<file path="src/rtl/dic_pkg.sv">
`timescale 1ns / 1ps
// ----------------------------------------------------------------------------
// dic_pkg: shared types and constants of the discrete input conditioner
// Register indexes, control flag bit positions, edge modes and the
// configuration bundle handed from the register file to the datapath.
// ----------------------------------------------------------------------------
package dic_pkg;

    // configuration register indexes
    typedef enum logic [2:0] {
        REG_CONTROL_FLAGS = 3'd0,
        REG_EDGE_MODE     = 3'd1,
        REG_DEBOUNCE      = 3'd2,
        REG_ON_DELAY      = 3'd3,
        REG_OFF_DELAY     = 3'd4,
        REG_LOW_LIMIT     = 3'd5,
        REG_HIGH_LIMIT    = 3'd6
    } reg_index_t;

    // control flag bit positions
    localparam int unsigned FLAG_INVERT      = 0;
    localparam int unsigned FLAG_THRESHOLD   = 1;
    localparam int unsigned FLAG_THR_INVERT  = 2;
    localparam int unsigned FLAG_DEP_LEVEL   = 3;

    localparam int unsigned CTRL_W     = 4;
    localparam int unsigned INTERVAL_W = 16;
    localparam int unsigned ANALOG_W   = 32;
    localparam int unsigned CFG_DATA_W = 32;
    localparam int unsigned CFG_IDX_W  = 3;

    // edge handling after the timers
    typedef enum logic [1:0] {
        EDGE_PASS = 2'd0,
        EDGE_RISE = 2'd1,
        EDGE_FALL = 2'd2
    } edge_mode_t;

    // configuration bundle
    typedef struct packed {
        logic [CTRL_W-1:0]     control_flags;
        edge_mode_t            edge_mode;
        logic [INTERVAL_W-1:0] debounce_ticks;
        logic [INTERVAL_W-1:0] on_delay_ticks;
        logic [INTERVAL_W-1:0] off_delay_ticks;
        logic [ANALOG_W-1:0]   low_limit;
        logic [ANALOG_W-1:0]   high_limit;
    } cfg_t;

endpackage

</file>
<file path="src/rtl/dic_cfg_regs.sv">
`timescale 1ns / 1ps
// ----------------------------------------------------------------------------
// dic_cfg_regs: configuration register file
// Write-only registers selected by index, cleared to zero at reset.
// ----------------------------------------------------------------------------
module dic_cfg_regs
(
    input  logic                            clk,
    input  logic                            rst_n,
    input  logic                            cfg_we,
    input  logic [dic_pkg::CFG_IDX_W-1:0]   cfg_index,
    input  logic [dic_pkg::CFG_DATA_W-1:0]  cfg_data,
    output dic_pkg::cfg_t                   cfg
);

    dic_pkg::cfg_t cfg_reg;
    dic_pkg::cfg_t cfg_next;

    // register write decode
    always_comb
    begin
        cfg_next = cfg_reg;
        if (cfg_we)
        begin
            unique case (dic_pkg::reg_index_t'(cfg_index))
                dic_pkg::REG_CONTROL_FLAGS:
                    cfg_next.control_flags = cfg_data[dic_pkg::CTRL_W-1:0];
                dic_pkg::REG_EDGE_MODE:
                    cfg_next.edge_mode = dic_pkg::edge_mode_t'(cfg_data[1:0]);
                dic_pkg::REG_DEBOUNCE:
                    cfg_next.debounce_ticks = cfg_data[dic_pkg::INTERVAL_W-1:0];
                dic_pkg::REG_ON_DELAY:
                    cfg_next.on_delay_ticks = cfg_data[dic_pkg::INTERVAL_W-1:0];
                dic_pkg::REG_OFF_DELAY:
                    cfg_next.off_delay_ticks = cfg_data[dic_pkg::INTERVAL_W-1:0];
                dic_pkg::REG_LOW_LIMIT:
                    cfg_next.low_limit = cfg_data[dic_pkg::ANALOG_W-1:0];
                dic_pkg::REG_HIGH_LIMIT:
                    cfg_next.high_limit = cfg_data[dic_pkg::ANALOG_W-1:0];
                default:
                    cfg_next = cfg_reg;
            endcase
        end
    end

    always_ff @(posedge clk or negedge rst_n)
    begin
        if (!rst_n)
        begin
            cfg_reg <= '0;
        end
        else
        begin
            cfg_reg <= cfg_next;
        end
    end

    assign cfg = cfg_reg;

endmodule

</file>
<file path="src/rtl/dic_delay.sv">
`timescale 1ns / 1ps
// ----------------------------------------------------------------------------
// dic_delay: one on-delay or off-delay timer step
// Combinational next state of a delay stage. The active level is the level
// that is held back until the timer expires; the other level passes at once.
// ----------------------------------------------------------------------------
module dic_delay
#(
    parameter int unsigned TIMER_BITS = 16
)
(
    input  logic                              active,
    input  logic                              din,
    input  logic                              prev,
    input  logic                              level,
    input  logic [TIMER_BITS-1:0]             count,
    input  logic [dic_pkg::INTERVAL_W-1:0]    interval,
    output logic                              level_next,
    output logic                              prev_next,
    output logic [TIMER_BITS-1:0]             count_next
);

    localparam int unsigned CMP_W =
        (TIMER_BITS > dic_pkg::INTERVAL_W) ? TIMER_BITS : dic_pkg::INTERVAL_W;
    localparam logic [TIMER_BITS-1:0] CNT_MAX = {TIMER_BITS{1'b1}};

    logic                  bypass;
    logic                  restart;
    logic [TIMER_BITS-1:0] count_inc;
    logic                  expired;

    // saturating tick, restart on an edge into the active level
    assign bypass    = (interval == '0);
    assign count_inc = (count == CNT_MAX) ? count : count + 1'b1;
    assign restart   = !bypass && (din == active) && (prev != active);
    assign count_next = restart ? '0 : count_inc;

    // interval clamps to the counter maximum
    assign expired = (count_next == CNT_MAX) ||
                     (CMP_W'(count_next) >= CMP_W'(interval));

    // level and edge memory update
    always_comb
    begin
        if (bypass)
        begin
            level_next = din;
            prev_next  = prev;
        end
        else
        begin
            prev_next  = din;
            level_next = ((din != active) || expired) ? din : level;
        end
    end

endmodule

</file>
<file path="src/rtl/dic_cond.sv">
`timescale 1ns / 1ps
// ----------------------------------------------------------------------------
// dic_cond: conditioning datapath and its state
// Level source, dependency override, debounce, on/off delays and edge
// toggle for one item, with the state registers updated on each step.
// ----------------------------------------------------------------------------
module dic_cond
#(
    parameter int unsigned TIMER_BITS = 16
)
(
    input  logic                             clk,
    input  logic                             rst_n,
    input  dic_pkg::cfg_t                    cfg,
    input  logic                             step_en,
    input  logic                             sample_bit,
    input  logic [dic_pkg::ANALOG_W-1:0]     analog_value,
    input  logic                             dep_ok,
    input  logic                             force_req,
    output logic                             level,
    output logic                             publish
);

    localparam int unsigned CMP_W =
        (TIMER_BITS > dic_pkg::INTERVAL_W) ? TIMER_BITS : dic_pkg::INTERVAL_W;
    localparam logic [TIMER_BITS-1:0] CNT_MAX = {TIMER_BITS{1'b1}};

    // state registers
    logic                  out_level_reg,  out_level_next;
    logic                  deb_pause_reg,  deb_pause_next;
    logic                  deb_level_reg,  deb_level_next;
    logic                  deb_prev_reg,   deb_prev_next;
    logic [TIMER_BITS-1:0] deb_count_reg,  deb_count_next;
    logic                  on_level_reg,   on_level_next;
    logic                  on_prev_reg,    on_prev_next;
    logic [TIMER_BITS-1:0] on_count_reg,   on_count_next;
    logic                  off_level_reg,  off_level_next;
    logic                  off_prev_reg,   off_prev_next;
    logic [TIMER_BITS-1:0] off_count_reg,  off_count_next;
    logic                  edge_prev_reg,  edge_prev_next;
    logic                  edge_level_reg, edge_level_next;

    logic                  src_level;
    logic                  cond_level;
    logic                  deb_change;
    logic                  deb_start;
    logic                  deb_pause_mid;
    logic                  deb_expired;
    logic [TIMER_BITS-1:0] deb_count_inc;
    logic                  timed_level;
    logic                  result_level;

    // rising path: on-delay then off-delay
    logic                  on_a_level, on_a_prev;
    logic [TIMER_BITS-1:0] on_a_count;
    logic                  off_a_level, off_a_prev;
    logic [TIMER_BITS-1:0] off_a_count;
    // falling path: off-delay then on-delay
    logic                  off_b_level, off_b_prev;
    logic [TIMER_BITS-1:0] off_b_count;
    logic                  on_b_level, on_b_prev;
    logic [TIMER_BITS-1:0] on_b_count;

    // level source: digital bit or analog hysteresis band
    always_comb
    begin
        src_level = sample_bit;
        if (cfg.control_flags[dic_pkg::FLAG_THRESHOLD])
        begin
            priority if ($signed(analog_value) <= $signed(cfg.low_limit))
                src_level = cfg.control_flags[dic_pkg::FLAG_THR_INVERT];
            else if ($signed(analog_value) >= $signed(cfg.high_limit))
                src_level = !cfg.control_flags[dic_pkg::FLAG_THR_INVERT];
            else
                src_level = out_level_reg;
        end
    end

    // dependency override and invert
    assign cond_level = !dep_ok ? cfg.control_flags[dic_pkg::FLAG_DEP_LEVEL] :
                        (src_level ^ cfg.control_flags[dic_pkg::FLAG_INVERT]);

    // debounce: a change opens a pause, the level latches when it expires
    assign deb_count_inc = (deb_count_reg == CNT_MAX) ? deb_count_reg
                                                       : deb_count_reg + 1'b1;
    assign deb_change    = (cond_level != deb_prev_reg);
    assign deb_start     = deb_change && !deb_pause_reg;
    assign deb_pause_mid = deb_pause_reg || deb_start;

    always_comb
    begin
        deb_prev_next  = deb_prev_reg;
        deb_pause_next = deb_pause_reg;
        deb_level_next = cond_level;
        deb_count_next = deb_count_inc;
        deb_expired    = 1'b0;
        if (cfg.debounce_ticks != '0)
        begin
            deb_prev_next  = cond_level;
            deb_count_next = deb_start ? '0 : deb_count_inc;
            deb_expired    = (deb_count_next == CNT_MAX) ||
                             (CMP_W'(deb_count_next) >= CMP_W'(cfg.debounce_ticks));
            if (deb_pause_mid && deb_expired)
            begin
                deb_level_next = cond_level;
                deb_pause_next = 1'b0;
            end
            else
            begin
                deb_level_next = deb_level_reg;
                deb_pause_next = deb_pause_mid;
            end
        end
    end

    // timers, both orders evaluated, picked by the debounced level
    dic_delay #(.TIMER_BITS(TIMER_BITS)) u_on_a
    (
        .active     (1'b1),
        .din        (1'b1),
        .prev       (on_prev_reg),
        .level      (on_level_reg),
        .count      (on_count_reg),
        .interval   (cfg.on_delay_ticks),
        .level_next (on_a_level),
        .prev_next  (on_a_prev),
        .count_next (on_a_count)
    );

    dic_delay #(.TIMER_BITS(TIMER_BITS)) u_off_a
    (
        .active     (1'b0),
        .din        (on_a_level),
        .prev       (off_prev_reg),
        .level      (off_level_reg),
        .count      (off_count_reg),
        .interval   (cfg.off_delay_ticks),
        .level_next (off_a_level),
        .prev_next  (off_a_prev),
        .count_next (off_a_count)
    );

    dic_delay #(.TIMER_BITS(TIMER_BITS)) u_off_b
    (
        .active     (1'b0),
        .din        (1'b0),
        .prev       (off_prev_reg),
        .level      (off_level_reg),
        .count      (off_count_reg),
        .interval   (cfg.off_delay_ticks),
        .level_next (off_b_level),
        .prev_next  (off_b_prev),
        .count_next (off_b_count)
    );

    dic_delay #(.TIMER_BITS(TIMER_BITS)) u_on_b
    (
        .active     (1'b1),
        .din        (off_b_level),
        .prev       (on_prev_reg),
        .level      (on_level_reg),
        .count      (on_count_reg),
        .interval   (cfg.on_delay_ticks),
        .level_next (on_b_level),
        .prev_next  (on_b_prev),
        .count_next (on_b_count)
    );

    always_comb
    begin
        if (deb_level_next)
        begin
            on_level_next  = on_a_level;
            on_prev_next   = on_a_prev;
            on_count_next  = on_a_count;
            off_level_next = off_a_level;
            off_prev_next  = off_a_prev;
            off_count_next = off_a_count;
            timed_level    = off_a_level;
        end
        else
        begin
            on_level_next  = on_b_level;
            on_prev_next   = on_b_prev;
            on_count_next  = on_b_count;
            off_level_next = off_b_level;
            off_prev_next  = off_b_prev;
            off_count_next = off_b_count;
            timed_level    = on_b_level;
        end
    end

    // edge toggle
    always_comb
    begin
        edge_prev_next  = edge_prev_reg;
        edge_level_next = edge_level_reg;
        result_level    = timed_level;
        unique case (cfg.edge_mode)
            dic_pkg::EDGE_RISE:
            begin
                edge_level_next = edge_level_reg ^ (timed_level && !edge_prev_reg);
                edge_prev_next  = timed_level;
                result_level    = edge_level_next;
            end
            dic_pkg::EDGE_FALL:
            begin
                edge_level_next = edge_level_reg ^ (!timed_level && edge_prev_reg);
                edge_prev_next  = timed_level;
                result_level    = edge_level_next;
            end
            default:
            begin
                result_level = timed_level;
            end
        endcase
    end

    // result
    assign out_level_next = result_level;
    assign level          = result_level;
    assign publish        = force_req || (result_level != out_level_reg);

    // state update, one step per item
    always_ff @(posedge clk or negedge rst_n)
    begin
        if (!rst_n)
        begin
            out_level_reg  <= 1'b0;
            deb_pause_reg  <= 1'b0;
            deb_level_reg  <= 1'b0;
            deb_prev_reg   <= 1'b0;
            deb_count_reg  <= '0;
            on_level_reg   <= 1'b0;
            on_prev_reg    <= 1'b0;
            on_count_reg   <= '0;
            off_level_reg  <= 1'b0;
            off_prev_reg   <= 1'b0;
            off_count_reg  <= '0;
            edge_prev_reg  <= 1'b0;
            edge_level_reg <= 1'b0;
        end
        else if (step_en)
        begin
            out_level_reg  <= out_level_next;
            deb_pause_reg  <= deb_pause_next;
            deb_level_reg  <= deb_level_next;
            deb_prev_reg   <= deb_prev_next;
            deb_count_reg  <= deb_count_next;
            on_level_reg   <= on_level_next;
            on_prev_reg    <= on_prev_next;
            on_count_reg   <= on_count_next;
            off_level_reg  <= off_level_next;
            off_prev_reg   <= off_prev_next;
            off_count_reg  <= off_count_next;
            edge_prev_reg  <= edge_prev_next;
            edge_level_reg <= edge_level_next;
        end
    end

endmodule

</file>
<file path="src/rtl/discrete_input_conditioner_unit.sv">
`timescale 1ns / 1ps
// ----------------------------------------------------------------------------
// discrete_input_conditioner_unit: debounced, delayed discrete input
// Top level with stream ports, configuration port and the two pipeline
// registers around the conditioning datapath.
// ----------------------------------------------------------------------------
// Each accepted item is one sample tick and yields exactly one result item.
// The block takes one item per clock while the result side keeps taking
// items: an input register feeds the conditioning logic, which updates its
// state and loads the result register in the same cycle once the result
// register is free or draining. Each item passes through the input register
// and then the result register; a stall on the result side holds it in the
// input register. All timers are TIMER_BITS wide and saturate; the user must
// write configuration registers through the cfg port only while no item is
// in flight, which the block itself does not enforce.
module discrete_input_conditioner_unit
#(
    parameter int unsigned TIMER_BITS = 16
)
(
    input  logic                             clk,
    input  logic                             rst_n,
    // configuration
    input  logic                             cfg_we,
    input  logic [dic_pkg::CFG_IDX_W-1:0]    cfg_index,
    input  logic [dic_pkg::CFG_DATA_W-1:0]   cfg_data,
    // input items
    input  logic                             s_tvalid,
    output logic                             s_tready,
    input  logic [39:0]                      s_tdata,  // sample_bit, analog_value, dep_ok, force_req
    // result items
    output logic                             m_tvalid,
    input  logic                             m_tready,
    output logic [7:0]                       m_tdata   // level, publish
);

    dic_pkg::cfg_t cfg;

    logic                          in_valid_reg, in_valid_next;
    logic                          sample_bit_reg;
    logic [dic_pkg::ANALOG_W-1:0]  analog_value_reg;
    logic                          dep_ok_reg;
    logic                          force_req_reg;

    logic                          out_valid_reg, out_valid_next;
    logic                          level_reg;
    logic                          publish_reg;

    logic                          step_en;
    logic                          in_take;
    logic                          level;
    logic                          publish;

    dic_cfg_regs u_cfg
    (
        .clk       (clk),
        .rst_n     (rst_n),
        .cfg_we    (cfg_we),
        .cfg_index (cfg_index),
        .cfg_data  (cfg_data),
        .cfg       (cfg)
    );

    // handshake: the step runs when the result register is free or draining
    assign step_en  = in_valid_reg && (!out_valid_reg || m_tready);
    assign s_tready = !in_valid_reg || step_en;
    assign in_take  = s_tvalid && s_tready;

    assign in_valid_next  = in_take || (in_valid_reg && !step_en);
    assign out_valid_next = step_en || (out_valid_reg && !m_tready);

    // input register
    always_ff @(posedge clk or negedge rst_n)
    begin
        if (!rst_n)
        begin
            in_valid_reg <= 1'b0;
        end
        else
        begin
            in_valid_reg <= in_valid_next;
        end
    end

    always_ff @(posedge clk)
    begin
        if (in_take)
        begin
            sample_bit_reg   <= s_tdata[0];
            analog_value_reg <= s_tdata[32:1];
            dep_ok_reg       <= s_tdata[33];
            force_req_reg    <= s_tdata[34];
        end
    end

    dic_cond #(.TIMER_BITS(TIMER_BITS)) u_cond
    (
        .clk          (clk),
        .rst_n        (rst_n),
        .cfg          (cfg),
        .step_en      (step_en),
        .sample_bit   (sample_bit_reg),
        .analog_value (analog_value_reg),
        .dep_ok       (dep_ok_reg),
        .force_req    (force_req_reg),
        .level        (level),
        .publish      (publish)
    );

    // result register
    always_ff @(posedge clk or negedge rst_n)
    begin
        if (!rst_n)
        begin
            out_valid_reg <= 1'b0;
        end
        else
        begin
            out_valid_reg <= out_valid_next;
        end
    end

    always_ff @(posedge clk)
    begin
        if (step_en)
        begin
            level_reg   <= level;
            publish_reg <= publish;
        end
    end

    assign m_tvalid = out_valid_reg;
    assign m_tdata  = {6'b0, publish_reg, level_reg};

endmodule
</file>
<file path="config.mk">
export PLATFORM = sky130hd
export DESIGN_NAME = discrete_input_conditioner_unit
export DESIGN_NICKNAME = d
export VERILOG_FILES = /design/src/rtl/dic_pkg.sv /design/src/rtl/dic_cfg_regs.sv /design/src/rtl/dic_delay.sv /design/src/rtl/dic_cond.sv /design/src/rtl/discrete_input_conditioner_unit.sv
export SDC_FILE = /design/constraint.sdc
export NUM_CORES = 1
export LEC_CHECK = 0
export BUFFER_PORTS_ARGS = -buffer_cell sky130_fd_sc_hd__buf_2
export CORE_MARGIN = 2
export CORE_UTILIZATION = 55
export DETAILED_ROUTE_END_ITERATION = 12
export PLACE_DENSITY = 0.78
export RECOVER_POWER = 25
export SYNTH_ARGS = -nofsm -noshare
export SYNTH_HDL_FRONTEND = slang
export SYNTH_SLANG_ARGS = --single-unit
</file>
<file path="constraint.sdc">
create_clock -name clk -period 12.1 [get_ports clk]
set_input_delay 1.21 -clock clk [delete_from_list [all_inputs] [get_ports clk]]
set_output_delay 1.21 -clock clk [all_outputs]
set_load 0.05 [all_outputs]
</file>
# Word level (Yosys, flattened, before mapping)
# Index checks and enable logic that the tools add are counted.
# word_totals
reg_bits,215
in_bits,80
out_inout_bits,10
word_cells,156
# classes
addsub,3
magnitude_cmp,7
n_eq_ne,18
muxes,37
n_bitwise,8
reduce_logical,55
# op_table
op,n
2-to-1 mux 16 bit,11
equality test 16 bit (second input constant),8
>= comparator 16 bit,5
adder 16 x 1 -> 16 bit (second input constant),3
>= comparator 32 bit,1
less-or-equal comparator 32 bit,1
logical NOT 16 bit,2
2-to-1 mux 1 bit,24
AND reduction 2 bit,12
nonzero test 16 bit,1
logical AND 1 bit,14
logical OR 1 bit,13
logical NOT 1 bit,10
equality test 3 bit (second input constant),3
equality test 3 x 2 -> 1 bit (second input constant),2
NOT 1 bit,5
one-hot mux 1 bit (2 select lines),2
equality test 3 x 1 -> 1 bit (second input constant),1
logical NOT 3 bit,1
bitwise XOR 1 bit,3
equality test 2 x 1 -> 1 bit (second input constant),1
equality test 2 bit (second input constant),1
inequality test 1 bit,2
nonzero test 2 bit,1
OR reduction 2 bit,1

# Depth between registers and ports, before layout
# logic_depth
word_depth,24
depth_mapped,32
depth_no_buf,30

# Hierarchy
# Synthesis repeated with hierarchy kept, for this count alone.
# hier_totals
hier_cells,1660
area_unflattened_um2,15941.5
# modules_own_cells
mod,instances,cells_each,area_each_um2,seq_area_each_um2
dic_cond,1,723,5919.4,1451.4
dic_cfg_regs,1,255,4514.3,2952.8
dic_delay,4,157,1057.3,0.0
discrete_input_conditioner_unit,1,54,1278.7,1161.1

# Least setup slack after synthesis
# OpenSTA, ideal clock, no wires.
# synth_path
path_type,flip-flop to flip-flop
from,register analog_value_reg[13] (netlist name)
to,"register publish_reg, data pin"
setup_time_ps,259
t_arrival_ps,6246
required_time_ps,11841
slack_ps,5596
path_stages_with_launch,28
n_path_buf,1
cell_sequence,edfxtp_1 -> ha_1 -> a211oi_1 -> o22a_1 -> o31ai_1 -> o41a_1 -> or4b_1 -> and3_1 -> a311oi_2 -> o211ai_1 -> xor2_1 -> nor2_1 -> clkbuf_1 -> nor2_1 -> ha_1 -> a21o_1 -> a21o_1 -> a21oi_1 -> o21ai_0 -> a31oi_1 -> o21a_1 -> o221ai_2 -> nor3b_4 -> o22ai_4 -> o31ai_4 -> mux2i_1 -> and4_1 -> o21bai_1
# synth_between
elab_chain_len,21
# synth_rtl
element,line_no,text
from (decl),discrete_input_conditioner_unit.sv:41,logic [dic_pkg::ANALOG_W-1:0] analog_value_reg;
from (signal assigned),discrete_input_conditioner_unit.sv:90,analog_value_reg <= s_tdata[32:1];
>= comparator 32 bit,dic_cond.sv:72,else if ($signed(analog_value) >= $signed(cfg.high_limit))
2-to-1 mux 1 bit,dic_cond.sv:72,
2-to-1 mux 1 bit *,dic_cond.sv:70,priority if ($signed(analog_value) <= $signed(cfg.low_limit))
2-to-1 mux 1 bit *,dic_cond.sv:68,if (cfg.control_flags[dic_pkg::FLAG_THRESHOLD])
bitwise XOR 1 bit *,dic_cond.sv:81,(src_level ^ cfg.control_flags[dic_pkg::FLAG_INVERT]);
2-to-1 mux 1 bit *,dic_cond.sv:80,assign cond_level = !dep_ok ? cfg.control_flags[dic_pkg::FLAG_DEP_LEVEL] :
inequality test 1 bit,dic_cond.sv:86,assign deb_change = (cond_level != deb_prev_reg);
logical AND 1 bit,dic_cond.sv:87,assign deb_start = deb_change && !deb_pause_reg;
[6 not listed],n/a,
2-to-1 mux 1 bit *,dic_cond.sv:171,if (deb_level_next)
logical NOT 1 bit,dic_cond.sv:208,edge_level_next = edge_level_reg ^ (!timed_level && edge_prev_reg);
logical AND 1 bit,dic_cond.sv:208,
bitwise XOR 1 bit,dic_cond.sv:208,
one-hot mux 1 bit (2 select lines) *,dic_cond.sv:199,unique case (cfg.edge_mode)
inequality test 1 bit *,dic_cond.sv:222,assign publish = force_req || (result_level != out_level_reg);
logical OR 1 bit *,dic_cond.sv:222,
via publish,discrete_input_conditioner_unit.sv:52,logic publish;
to (signal assigned),discrete_input_conditioner_unit.sv:128,publish_reg <= publish;
to (decl),discrete_input_conditioner_unit.sv:47,logic publish_reg;
# Mark *: on every way through the listed nets, which the timed path passes. The rest lies on a longest branch.
# A chain may end at the register's enable or synchronous reset.

# Final worst setup path
# layout_path
from,register analog_value_reg[23] (netlist name)
to,register u_cond.out_level_reg
# layout_between
elab_chain_len,19
# layout_rtl
element,line_no,text
>= comparator 32 bit,dic_cond.sv:72,
2-to-1 mux 1 bit,dic_cond.sv:72,
2-to-1 mux 1 bit *,dic_cond.sv:70,
2-to-1 mux 1 bit *,dic_cond.sv:68,
bitwise XOR 1 bit *,dic_cond.sv:81,
2-to-1 mux 1 bit *,dic_cond.sv:80,
inequality test 1 bit,dic_cond.sv:86,
logical AND 1 bit,dic_cond.sv:87,
[4 not listed],n/a,
2-to-1 mux 1 bit,dic_cond.sv:103,if (deb_pause_mid && deb_expired)
2-to-1 mux 1 bit *,dic_cond.sv:97,if (cfg.debounce_ticks != '0)
2-to-1 mux 1 bit *,dic_cond.sv:171,
logical NOT 1 bit,dic_cond.sv:208,
logical AND 1 bit,dic_cond.sv:208,
bitwise XOR 1 bit,dic_cond.sv:208,
one-hot mux 1 bit (2 select lines) *,dic_cond.sv:199,
via level,discrete_input_conditioner_unit.sv:51,logic level;
to (signal assigned),dic_cond.sv:245,out_level_reg <= out_level_next;
to (decl),dic_cond.sv:29,"logic out_level_reg, out_level_next;"
# Marked as above.

==> impl_results.md <==
- Hold Path End: u_cond.on_level_reg
- Area after DPL: around 15000 um2
- Vias per inst: between 6 and 7
- Hold path cells: 2
- Vias in the first global route: 11.45k
- Clock latency on the worst-skew pair: roughly 520 ps
- N_diodes: 0
- DR WL/cell: between 15 and 20 um
- Avg Inst Size Synth: around 9.5 um2
- GRT Resource Usage Total: 0.2591
- Failing checks: max-capacitance violations, max-slew violations
- Lkg Pwr: 7.149 nW
- CTS tree: built
- Final Critical Period: 7965 ps
- Worst reg2reg startpoint: analog_value_reg[23]
- Worst Max-Slew Pin Slew: approximately 5900 ps
- Register area share after synthesis: 0.3951
- Post-DRT Antenna Nets: 0
- Initial core utilization: 0.5593
- Max Slew Vio Count: about 110
- Largest area contributor in the netlist: dfrtp_1
- Detailed-placement wirelength estimate: ~24000 um
- Pre-antenna DRT Iters: 5
- Ranking of synthesized cells by area: dfrtp_1, ha_1, edfxtp_1
- Hold_buf cts: 0
- CORE AREA: around 25000 um2
- Chip Width: ~160 um
- GP Congestion: around 0.9
- Cell count after synthesis: 1481
- Commonest non-fill, non-tap cell in the layout: dfrtp_1
- Top-Level Pins: 90
- Remaining Overflow, GRT: 0
- Top FF cell, synth: dfrtp_1
- Max reg flops: about 120
- WHS: around 470 ps
- Final Util: 0.6158
- Share of layout cells above drive strength 1: 0.1566
- Fmax: roughly 130 MHz
- Hold Crit Class: flop to flop
- Slew margin rel.: -2.909
- Pwr dens: around 170 nW/um2
- Area share of the largest cell type after synthesis: 0.3162
- Synth Cell Area: between 10000 and 15000 um2
- Longest Clk Path Bufs: 3
- Layout area overhead: 10.09%
- Layout Skew: ~9.7 ps
- Initial antenna violation count: 0
- Setup TNS: 0 ps
- Final period util: 0.6583
- Syn. warnings: 0
- Count of distinct cell types in the synthesized netlist: 85
- CP required: 12510 ps
- Sink Count: around 220
- Critical-path maximum fanout: 15
- Num CTS Buffers: 25
- Ys async rst share: 0.8279
- Vias: around 11k
- DRC: 0
- Flops & latches, synth: between 200 and 250
- Largest net degree at the start of global routing: 107
- Final Cell Area: 15510 um2
- Worst r2r path cells: 26
- Max-cap violations: 1
- Internal reg-to-reg setup slack: between 4000 and 5000 ps
- Reg clk slew, reported paths: approximately 60 ps
- Initial DRC count: about 770
- Element type at the critical path start: flop
- VDD IR max: between 0.1 and 0.15 mV
- Worst Path Class, Setup: flop to flop
- H-tree levels: 1
- Setup-failing EPs final: 0
- Port Buffer Count: a little under 80
- Number of synthesized flops with an enable pin: 37
- Outcome: finished with violations
- Most frequent cells in the layout: dfrtp_1, ha_1, inv_1
- Clk root buf: clkbuf_16
- FP Rows: 58
- Worst Path Arrival: between 8000 and 9000 ps
- RSZ-0062 raised after global routing: no
- Final Hold Fails: 0
- Die Height: roughly 160 um
- Power Total: 2.612 mW
- Reg-to-reg endpoint: u_cond.out_level_reg
- CP endpoint kind: flop
- CTS resizes: 0
- Die ar.: ~27000 um2
- WL final: ~34000 um
- Hold_sp: u_cond.on_level_reg
- First-pass GRT wire length: ~56000 um
- Final #Nets: 1768
- Post-CTS Repair Setup Buffers: 0
logic make-up after synthesis:
group,count (synthesis),share of synthesized area
other,1,0.0002662
adders and majority gates,147,0.1302
xor gates and xnor gates,22,0.01368
DFF,215,0.3951
AOI/OAI and AO/OA,312,0.1427
buffers and inverters,193,0.05490
muxes,110,0.08670
and+or+nand+nor,481,0.1764
worst max-delay path by stage:
stage | startpoint | end | slack [ps]
after floorplan | analog_value_reg[13] | publish_reg | 5600
after global placement | u_cond.on_count_reg[4] | publish_reg | 4540
after detailed placement | analog_value_reg[30] | u_cond.on_count_reg[9] | 4310
after CTS | analog_value_reg[23] | u_cond.on_count_reg[9] | 4240
after global routing | analog_value_reg[23] | u_cond.on_count_reg[4] | 3450
final | analog_value_reg[23] | u_cond.out_level_reg | 4140
power breakdown:
part	leakage (nW)	switching [mW]	internal [mW]
combinational	4.18	0.506	0.372
clock	0.395	0.296	0.442
sequential	2.58	0.122	0.874
cell usage after synthesis, types with 8 or more instances:
| cell | number |
|---|---|
| buf_4 | 12 |
| nor4_1 | 29 |
| nand2_1 | 124 |
| or3_1 | 10 |
| o22ai_1 | 10 |
| a22o_1 | 9 |
| nor3_1 | 27 |
| a211oi_1 | 10 |
| nor2b_1 | 17 |
| a21oi_1 | 65 |
| a31oi_1 | 10 |
| o21ai_1 | 12 |
| nand3_1 | 29 |
| nand2b_1 | 25 |
| mux2i_1 | 17 |
| edfxtp_1 | 37 |
| xnor2_1 | 16 |
| mux2_2 | 92 |
| and2_1 | 9 |
| dfrtp_1 | 178 |
| o21ai_0 | 99 |
| o31ai_1 | 8 |
| and4_1 | 8 |
| nor2_1 | 116 |
| nor3b_1 | 8 |
| inv_1 | 134 |
| nand4_1 | 37 |
| a21o_1 | 27 |
| ha_1 | 145 |
| clkbuf_1 | 43 |
critical path, cell delays in order (launching register included):
cell	delay, ps
edfxtp_1	420
ha_1	360
nand4_1	130
nor4_1	560
nor2_1	110
or3_1	390
a31oi_1	460
a31oi_1	250
a311oi_2	440
o211ai_1	190
xor2_1	250
nor2_1	750
nor2_1	130
ha_1	330
a21o_1	180
a21o_1	170
a21oi_1	210
o21ai_0	150
a31oi_1	320
o21a_1	220
o221ai_2	150
nor3b_4	280
o22ai_4	160
o31ai_4	420
mux2i_1	350
nand3_1	170
mux2_4	280
final cells by class:
type	count	area (um2)
Tap cell	330	412.9
Clock buffer	33	695.7
Inverter	134	503.0
Timing Repair Buffer	89	464.2
Multi-Input combinational cell	1078	7771
Sequential cell	215	5565
Fill cell	2083	9676
Clock inverter	9	93.84
through the flow:
step	std cells	setup WS [ps]
6_report	1888	4135
5_1_grt	1888	3452
4_1_cts	1888	4244
3_5_place_dp	1846	4310
3_3_place_gp	1846	4538
2_1_floorplan	1486	5596
per-layer routing:
metal | up-vias | GRT usage | part of all wire
met5 | - | 0 | 0
met4 | 0 | 0.1033 | 0.033
met3 | 68 | 0.04495 | 0.061
met2 | 350 | 0.4337 | 0.47
met1 | 5479 | 0.3348 | 0.43
li1 | 5448 | - | -
(Power assumes the default switching activity.)
